[config.mk]
export PLATFORM = sky130hd
export DESIGN_NAME = safety_tier_state_machine
export DESIGN_NICKNAME = d
export VERILOG_FILES = /design/src/design/sts_pkg.sv /design/src/design/safety_tier_state_machine.sv /design/src/design/sts_boot_ring.sv /design/src/design/sts_tier_fsm.sv
export SDC_FILE = /design/constraint.sdc
export NUM_CORES = 1
export LEC_CHECK = 0
export BUFFER_PORTS_ARGS = -buffer_cell sky130_fd_sc_hd__buf_2
export CAP_MARGIN = 30
export CELL_PAD_IN_SITES_DETAIL_PLACEMENT = 1
export CELL_PAD_IN_SITES_GLOBAL_PLACEMENT = 2
export CORE_ASPECT_RATIO = 0.5
export CORE_MARGIN = 10
export CORE_UTILIZATION = 37
export DETAILED_ROUTE_END_ITERATION = 16
export GPL_TIMING_DRIVEN = 0
export PLACE_DENSITY = 0.77
export SYNTH_ARGS = -nofsm -noshare
export SYNTH_HDL_FRONTEND = slang
export SYNTH_SLANG_ARGS = --single-unit
export TNS_END_PERCENT = 10
[constraint.sdc]
create_clock -name clk -period 7 [get_ports clk]
set_clock_uncertainty 0.2 [all_clocks]
set_input_delay 1.4 -clock clk [delete_from_list [all_inputs] [get_ports clk]]
set_output_delay 1.4 -clock clk [all_outputs]
set_load 0.02 [all_outputs]
[src/design/sts_pkg.sv]
// shared types and constants for the safety tier supervisor
package sts_pkg;

	localparam int BOOT_SLOTS = 5;
	localparam int PTR_W = (BOOT_SLOTS > 1) ? $clog2(BOOT_SLOTS) : 1;
	localparam int CNT_W = $clog2(BOOT_SLOTS + 1);
	localparam int THR_W = 3;
	localparam int TIME_W = 32;
	localparam int EV_W = 4;
	localparam int APB_AW = 3;
	localparam int APB_DW = 32;

	localparam logic [TIME_W-1:0] WINDOW_RESET = TIME_W'(10 * 60 * 1000);
	localparam logic [THR_W-1:0] THRESH_RESET = THR_W'(5);

	typedef enum logic [1:0] {
		TIER_NORMAL = 2'd0,
		TIER_DEGRADED = 2'd1,
		TIER_SAFE = 2'd2,
		TIER_FAULT = 2'd3
	} tier_t;

	typedef enum logic [EV_W-1:0] {
		EV_HB_MISS = 4'd0,
		EV_HB_RECOVER = 4'd1,
		EV_ESTOP = 4'd2,
		EV_OVERCURRENT = 4'd3,
		EV_WATCHDOG = 4'd4,
		EV_SENSOR_FAIL = 4'd5,
		EV_TRUST_VIOLATION = 4'd6,
		EV_BOOT_DONE = 4'd7,
		EV_RESUME = 4'd8
	} event_t;

	typedef enum logic {
		REG_BOOT_WINDOW = 1'b0,
		REG_BOOT_THRESHOLD = 1'b1
	} reg_idx_t;

	typedef struct packed {
		logic [EV_W-1:0] event_req;
		logic [TIME_W-1:0] now_ms;
	} req_t;

	typedef struct packed {
		logic [1:0] tier;
		logic changed;
	} rsp_t;

	typedef struct packed {
		logic record;
		logic [TIME_W-1:0] now_ms;
	} ring_ctl_t;

endpackage

[src/design/safety_tier_state_machine.sv]
// top level: request register, tier logic, response register and config registers
// Four-tier safety supervisor (normal, degraded, safe, fault). Each request carries an event
// code and a millisecond timestamp and yields exactly one response with the new tier and a
// changed flag. A request can be taken every cycle unless stalled; request and response are
// held in the request and response registers, and the five-slot boot age compare feeding the
// tier decode is the combinational path between them. A stalled response holds the request
// register, which then stalls the input. Fault is left only by reset. The user must write boot
// window and threshold through the APB port only while no request is in flight (not enforced).
module safety_tier_state_machine (
	input logic clk,
	input logic arst_n,
	input logic req_valid,
	output logic req_stall,
	input sts_pkg::req_t req,
	output logic rsp_valid,
	input logic rsp_stall,
	output sts_pkg::rsp_t rsp,
	input logic psel,
	input logic penable,
	input logic pwrite,
	input logic [sts_pkg::APB_AW-1:0] paddr,
	input logic [sts_pkg::APB_DW-1:0] pwdata,
	output logic [sts_pkg::APB_DW-1:0] prdata,
	output logic pready
);

	logic req_valid_s1;
	sts_pkg::req_t req_s1;
	logic rsp_valid_q;
	sts_pkg::rsp_t rsp_q;
	logic [sts_pkg::TIME_W-1:0] window_q;
	logic [sts_pkg::THR_W-1:0] threshold_q;
	logic advance;
	logic trip;
	sts_pkg::ring_ctl_t ring_ctl;
	sts_pkg::rsp_t rsp_d;
	sts_pkg::reg_idx_t reg_idx;

	assign advance = req_valid_s1 && (!rsp_valid_q || !rsp_stall);
	assign req_stall = req_valid_s1 && !advance;

	always_ff @(posedge clk or negedge arst_n) begin
		if (!arst_n) begin
			req_valid_s1 <= 1'b0;
		end else if (req_valid && !req_stall) begin
			req_valid_s1 <= 1'b1;
		end else if (advance) begin
			req_valid_s1 <= 1'b0;
		end
	end

	always_ff @(posedge clk) begin
		if (req_valid && !req_stall) begin
			req_s1 <= req;
		end
	end

	sts_tier_fsm u_fsm (
		.clk(clk),
		.arst_n(arst_n),
		.fire(advance),
		.event_req(req_s1.event_req),
		.now_ms(req_s1.now_ms),
		.trip(trip),
		.ring_ctl(ring_ctl),
		.rsp(rsp_d)
	);

	sts_boot_ring u_ring (
		.clk(clk),
		.arst_n(arst_n),
		.ctl(ring_ctl),
		.window(window_q),
		.threshold(threshold_q),
		.trip(trip)
	);

	always_ff @(posedge clk or negedge arst_n) begin
		if (!arst_n) begin
			rsp_valid_q <= 1'b0;
		end else if (advance) begin
			rsp_valid_q <= 1'b1;
		end else if (!rsp_stall) begin
			rsp_valid_q <= 1'b0;
		end
	end

	always_ff @(posedge clk) begin
		if (advance) begin
			rsp_q <= rsp_d;
		end
	end

	assign rsp_valid = rsp_valid_q;
	assign rsp = rsp_q;

	// config registers
	assign reg_idx = sts_pkg::reg_idx_t'(paddr[2]);
	assign pready = 1'b1;

	always_ff @(posedge clk or negedge arst_n) begin
		if (!arst_n) begin
			window_q <= sts_pkg::WINDOW_RESET;
			threshold_q <= sts_pkg::THRESH_RESET;
		end else if (psel && penable && pwrite) begin
			case (reg_idx)
				sts_pkg::REG_BOOT_WINDOW: window_q <= pwdata;
				sts_pkg::REG_BOOT_THRESHOLD: threshold_q <= pwdata[sts_pkg::THR_W-1:0];
				default: window_q <= window_q;
			endcase
		end
	end

	always_comb begin
		case (reg_idx)
			sts_pkg::REG_BOOT_WINDOW: prdata = window_q;
			sts_pkg::REG_BOOT_THRESHOLD: prdata = sts_pkg::APB_DW'(threshold_q);
			default: prdata = '0;
		endcase
	end

endmodule

[src/design/sts_boot_ring.sv]
// ring of boot stamps and the recent boot check
module sts_boot_ring (
	input logic clk,
	input logic arst_n,
	input sts_pkg::ring_ctl_t ctl,
	input logic [sts_pkg::TIME_W-1:0] window,
	input logic [sts_pkg::THR_W-1:0] threshold,
	output logic trip
);

	localparam int CMP_W = (sts_pkg::CNT_W > sts_pkg::THR_W) ? sts_pkg::CNT_W : sts_pkg::THR_W;

	logic [sts_pkg::TIME_W-1:0] stamps_q [sts_pkg::BOOT_SLOTS];
	logic [sts_pkg::PTR_W-1:0] ptr_q;
	logic [sts_pkg::CNT_W-1:0] filled_q;
	logic [sts_pkg::CNT_W-1:0] recent;
	logic [sts_pkg::TIME_W-1:0] age;

	always_ff @(posedge clk) begin
		if (ctl.record) begin
			stamps_q[ptr_q] <= ctl.now_ms;
		end
	end

	always_ff @(posedge clk or negedge arst_n) begin
		if (!arst_n) begin
			ptr_q <= '0;
			filled_q <= '0;
		end else if (ctl.record) begin
			if (ptr_q == sts_pkg::PTR_W'(sts_pkg::BOOT_SLOTS - 1)) begin
				ptr_q <= '0;
			end else begin
				ptr_q <= ptr_q + 1'b1;
			end
			if (filled_q != sts_pkg::CNT_W'(sts_pkg::BOOT_SLOTS)) begin
				filled_q <= filled_q + 1'b1;
			end
		end
	end

	// count written stamps younger than the window
	always_comb begin
		recent = '0;
		age = '0;
		for (int i = 0; i < sts_pkg::BOOT_SLOTS; i++) begin
			age = ctl.now_ms - stamps_q[i];
			if ((sts_pkg::CNT_W'(i) < filled_q) && (age < window)) begin
				recent = recent + 1'b1;
			end
		end
	end

	assign trip = CMP_W'(recent) >= CMP_W'(threshold);

endmodule

[src/design/sts_tier_fsm.sv]
// tier state register and transition logic
module sts_tier_fsm (
	input logic clk,
	input logic arst_n,
	input logic fire,
	input logic [sts_pkg::EV_W-1:0] event_req,
	input logic [sts_pkg::TIME_W-1:0] now_ms,
	input logic trip,
	output sts_pkg::ring_ctl_t ring_ctl,
	output sts_pkg::rsp_t rsp
);

	sts_pkg::tier_t tier_q;
	sts_pkg::tier_t tier_d;

	always_ff @(posedge clk or negedge arst_n) begin
		if (!arst_n) begin
			tier_q <= sts_pkg::TIER_NORMAL;
		end else if (fire) begin
			tier_q <= tier_d;
		end
	end

	always_comb begin
		tier_d = tier_q;
		ring_ctl.record = 1'b0;
		ring_ctl.now_ms = now_ms;
		case (tier_q)
			sts_pkg::TIER_NORMAL: begin
				if (event_req inside {[sts_pkg::EV_ESTOP:sts_pkg::EV_TRUST_VIOLATION]}) begin
					tier_d = sts_pkg::TIER_DEGRADED;
				end
			end
			sts_pkg::TIER_DEGRADED: begin
				if (event_req inside {sts_pkg::EV_HB_MISS,
						[sts_pkg::EV_ESTOP:sts_pkg::EV_TRUST_VIOLATION]}) begin
					tier_d = sts_pkg::TIER_SAFE;
				end else if (event_req inside {sts_pkg::EV_HB_RECOVER, sts_pkg::EV_RESUME}) begin
					tier_d = sts_pkg::TIER_NORMAL;
				end
			end
			sts_pkg::TIER_SAFE: begin
				if (event_req == sts_pkg::EV_RESUME) begin
					tier_d = sts_pkg::TIER_NORMAL;
				end else if (event_req == sts_pkg::EV_BOOT_DONE) begin
					ring_ctl.record = fire;
				end else if (event_req inside {sts_pkg::EV_ESTOP, sts_pkg::EV_WATCHDOG,
						sts_pkg::EV_SENSOR_FAIL, sts_pkg::EV_TRUST_VIOLATION}) begin
					if (trip) begin
						tier_d = sts_pkg::TIER_FAULT;
					end
				end
			end
			default: begin
				tier_d = tier_q;
			end
		endcase
		rsp.tier = tier_d;
		rsp.changed = (tier_d != tier_q);
	end

endmodule

==> summary.md <==
| Metric | Value |
|---|---|
| Die width | between 300 and 400 µm |
| Setup WS pre-CTS | -1826 ps |
| Avg WL per Cell | roughly 20 µm |
| Final Cycle Share | 102.3% |
| Yosys top cell area share | between 30% and 40% |
| Placed cell areas | approximately 21000 µm² |
| Sw Share | a little over a third |
| Core Region | between 50000 and 60000 µm² |
| Synth cell types | 82 |
| Vias in the first global route | about 16000 |
| DRC Markers | 0 |
| Final setup vio count | 3 |
| Post-DP HPWL | around 45 mm |
| Largest net degree at the start of global routing | 36 |
| # Max-Cap Violations | 0 |
| Synth top area cells | edfxtp_1 30%, ha_1 20%, inv_1 4.6%, a21oi_1 4.6%, xnor2_1 4.6% |
| Post-synth EDFFs | just under 200 |
| Crit-path max FO | 6 |
| Leakage | slightly above 10 nW |
| Flop pwr share | between 30% and 40% |
| Largest vdd supply drop | 0.1518 mV |
| Reg2Reg Depth | 32 |
| Clock-pin slew on the worst setup and hold paths | 70 ps |
| Int Pwr | approximately 3.2 mW |
| Slew margin rel. | 21.24% |
| Violated checks | negative setup slack |
| TritonCTS Buffers | 27 |
| Status | finished, violations left |
| Drt pass-1 iters | 5 |
| Worst path required time | between 7000 and 8000 ps |
| PD cells | approximately 220 nW/µm² |
| IO buf count | 111 |
| CP peak stage delay | about 510 ps |
| Clock share of power | 31.0% |
| Critical Path AT | between 7000 and 8000 ps |
| Die area | around 64000 µm² |
| Vias | roughly 16000 |
| Flops & latches, synth | 244 |
| Avg Cell Area, Syn | a little under 10 µm² |
| Routed wire length | 58.16 mm |
| Area grow syn2layout | 17.50% |
| Combinational share of power | around a third |
| Clk sinks | roughly 240 |
| Initial antenna violation count | 0 |
| Fmax achieved | approximately 0.14 GHz |
| Placer Congestion | about 0.86 |
| Share of cells above drive strength 1 | roughly 16% |
| Tot GR Track Use | 17.76% |
| Hold_buf cts | 0 |
| RSZ-0062 raised after global routing | true |
| Hold path depth | 1 |
| Clk_lat worst skew | about 580 ps |
| H-tree level count | 1 |
| DR vias/cell | between 5 and 6 |
| Fillers | approximately 5900 |
| Ys async rst share | 18.44% |
| Post-synthesis sequential area ratio | between 30 and 40% |
| Bufs on Longest Clock Path | 3 |
| Slew Limit Fails | 0 |
| Ys flop type | edfxtp_1 |
| Io pins | between 100 and 150 |
| Most used cell, CP | ha_4 |
| Nets | between 2000 and 3000 |
| CTS tree | built |
| Root Buffer | clkbuf_16 |
| Yosys warns | 0 |
| Power, Total | approximately 5.0 mW |
| CP Capture Type | register |
| ANT nets after route | 0 |
| Crit path launch type | register |
| Final hold vios | 0 |
| Worst hold path class | register to register |
| FP Rows | about 60 |
| Slowest-stage cell, CP | edfxtp_1 |
| Grt ovf | 0 |
| Final min period | 7164 ps |
| Setup CP Type | register to register |
| NetSw | approximately 1.7 mW |
| Antenna diodes | 0 |
| Final Cell Area | roughly 23000 µm² |
| Fin worst setup slack | -164.1 ps |
| Starting Density | a little under two fifths |
| WHS | slightly above 300 ps |
| Final Util | between 40 and 50% |
| 1st-iter DRT viols | around 860 |
| Die Y | ~180 µm |
| Synth area leader | edfxtp_1 |
| Tightest Pin Transition | between 1000 and 1500 ps |
| Post-Syn Instances | 2034 |
| List of most frequent post-synthesis cells | 321 x ha_1, 243 x inv_1, 199 x edfxtp_1 |
| Net Count, Synth | roughly 2400 |
| First-pass GRT wire length | 91.24 mm |
| Synthesized area | roughly 20000 µm² |
| Most common cell in the netlist | ha_1 |
==> metrics by stage <==
| stage | std cells | setup TNS [ps] |
|---|---|---|
| floorplan | 2034 | 0 |
| global placement | 2846 | -117250 |
| detailed placement | 2861 | -5150 |
| CTS | 2960 | -255.1 |
| global route | 2969 | -1336 |
| finish | 2969 | -430.7 |
==> state kept, by name (all words and copies together) (netlist names), 2 cells and up <==
register,flops
u_ring.ptr_q,3
rsp,3
u_ring.stamps_q,160
u_ring.filled_q,3
window_q,32
threshold_q,3
req_s1,36
u_fsm.tier_q,2
==> what timing repair did <==
| action | in CTS | in global routing |
|---|---|---|
| pin swaps | 48 | 3 |
| gates resized for setup | 75 | 12 |
| cloned | 0 | 0 |
| endpoints found under the setup margin | 3 | 3 |
| setup buffers | 49 | 9 |
==> critical path: cells and delay by family (launching register included) <==
family          cells  cell delay (ps)
compound gates     13             2300
xor+xnor            2              220
fa+ha+maj           7             1810
buf+inv             5              590
flops               1              510
mux                 2              550
simple gates        3              700
==> cell families (layout without fill, tap and decap cells) <==
group           Yosys count  in the layout  share of synthesized area [%]
compound gates          555            555                          18.18
simple gates            459            459                          11.24
flops                   244            244                          35.98
other cells               1              1                        0.01896
buf+inv                 267            501                          5.087
mux                      39             39                          2.215
xor+xnor                143            143                          6.467
fa+ha+maj               326            326                          20.82
==> per-layer routing <==
layer | up-vias | global-route usage [%] | wire length [µm]
met5 | - | 0 | 0
met4 | 0 | 2.522 | 787
met3 | 52 | 1.857 | 1677
met2 | 152 | 28.52 | 25770
met1 | 7720 | 26.01 | 29930
li1 | 7842 | - | -
==> power by group through the flow <==
stage          Clock, mW  Sequential, mW  Combinational [mW]
2_1_floorplan          0            1.77                1.08
3_3_place_gp           0            1.81                1.48
3_5_place_dp           0            1.82                1.53
4_1_cts             1.60            1.77                1.67
5_1_grt             1.66            1.78                1.90
6_report            1.55            1.77                1.68
==> final cells by class <==
class | instances | area [µm²] | share of cell area, %
Multi-Input combinational cell | 1523 | 12150 | 52.28
Inverter | 243 | 912.1 | 3.926
Clock inverter | 18 | 202.7 | 0.8724
Timing Repair Buffer | 184 | 1172 | 5.046
Clock buffer | 32 | 714.4 | 3.075
Sequential cell | 244 | 7114 | 30.62
Buffer | 24 | 93.84 | 0.4039
Tap cell | 701 | 877.1 | 3.775
==> path summary, 6_finish.rpt <==
kind	start	end	slack [ps]
min	req_valid_s1	rsp_valid	300
min in group asynchronous	arst_n	u_ring.ptr_q[0]	510
max reg2reg	req_s1[0]	rsp[0]	-160
max in group asynchronous	arst_n	window_q[7]	5490
min reg2reg	req_valid_s1	rsp_valid	300
max	req_s1[0]	rsp[0]	-160
==> placed cells by master (no fill, tap or decap), types with 20 or more instances in the layout <==
master,netlist,final
clkbuf_16,0,27
nand3_1,36,35
a21oi_1,182,167
buf_2,0,111
buf_4,1,67
nor2_1,154,150
clkbuf_1,21,24
dfrtp_1,35,35
nand4_1,40,40
nand2_1,90,90
mux2_2,37,36
ha_1,321,313
o21bai_1,20,20
xor2_1,37,37
edfxtp_1,199,199
xnor2_1,104,104
inv_1,243,241
nand2b_1,28,28
o21ai_0,93,86
nor2b_1,31,31
o21a_1,25,25
a21o_1,87,87
(Power assumes the default switching activity.)
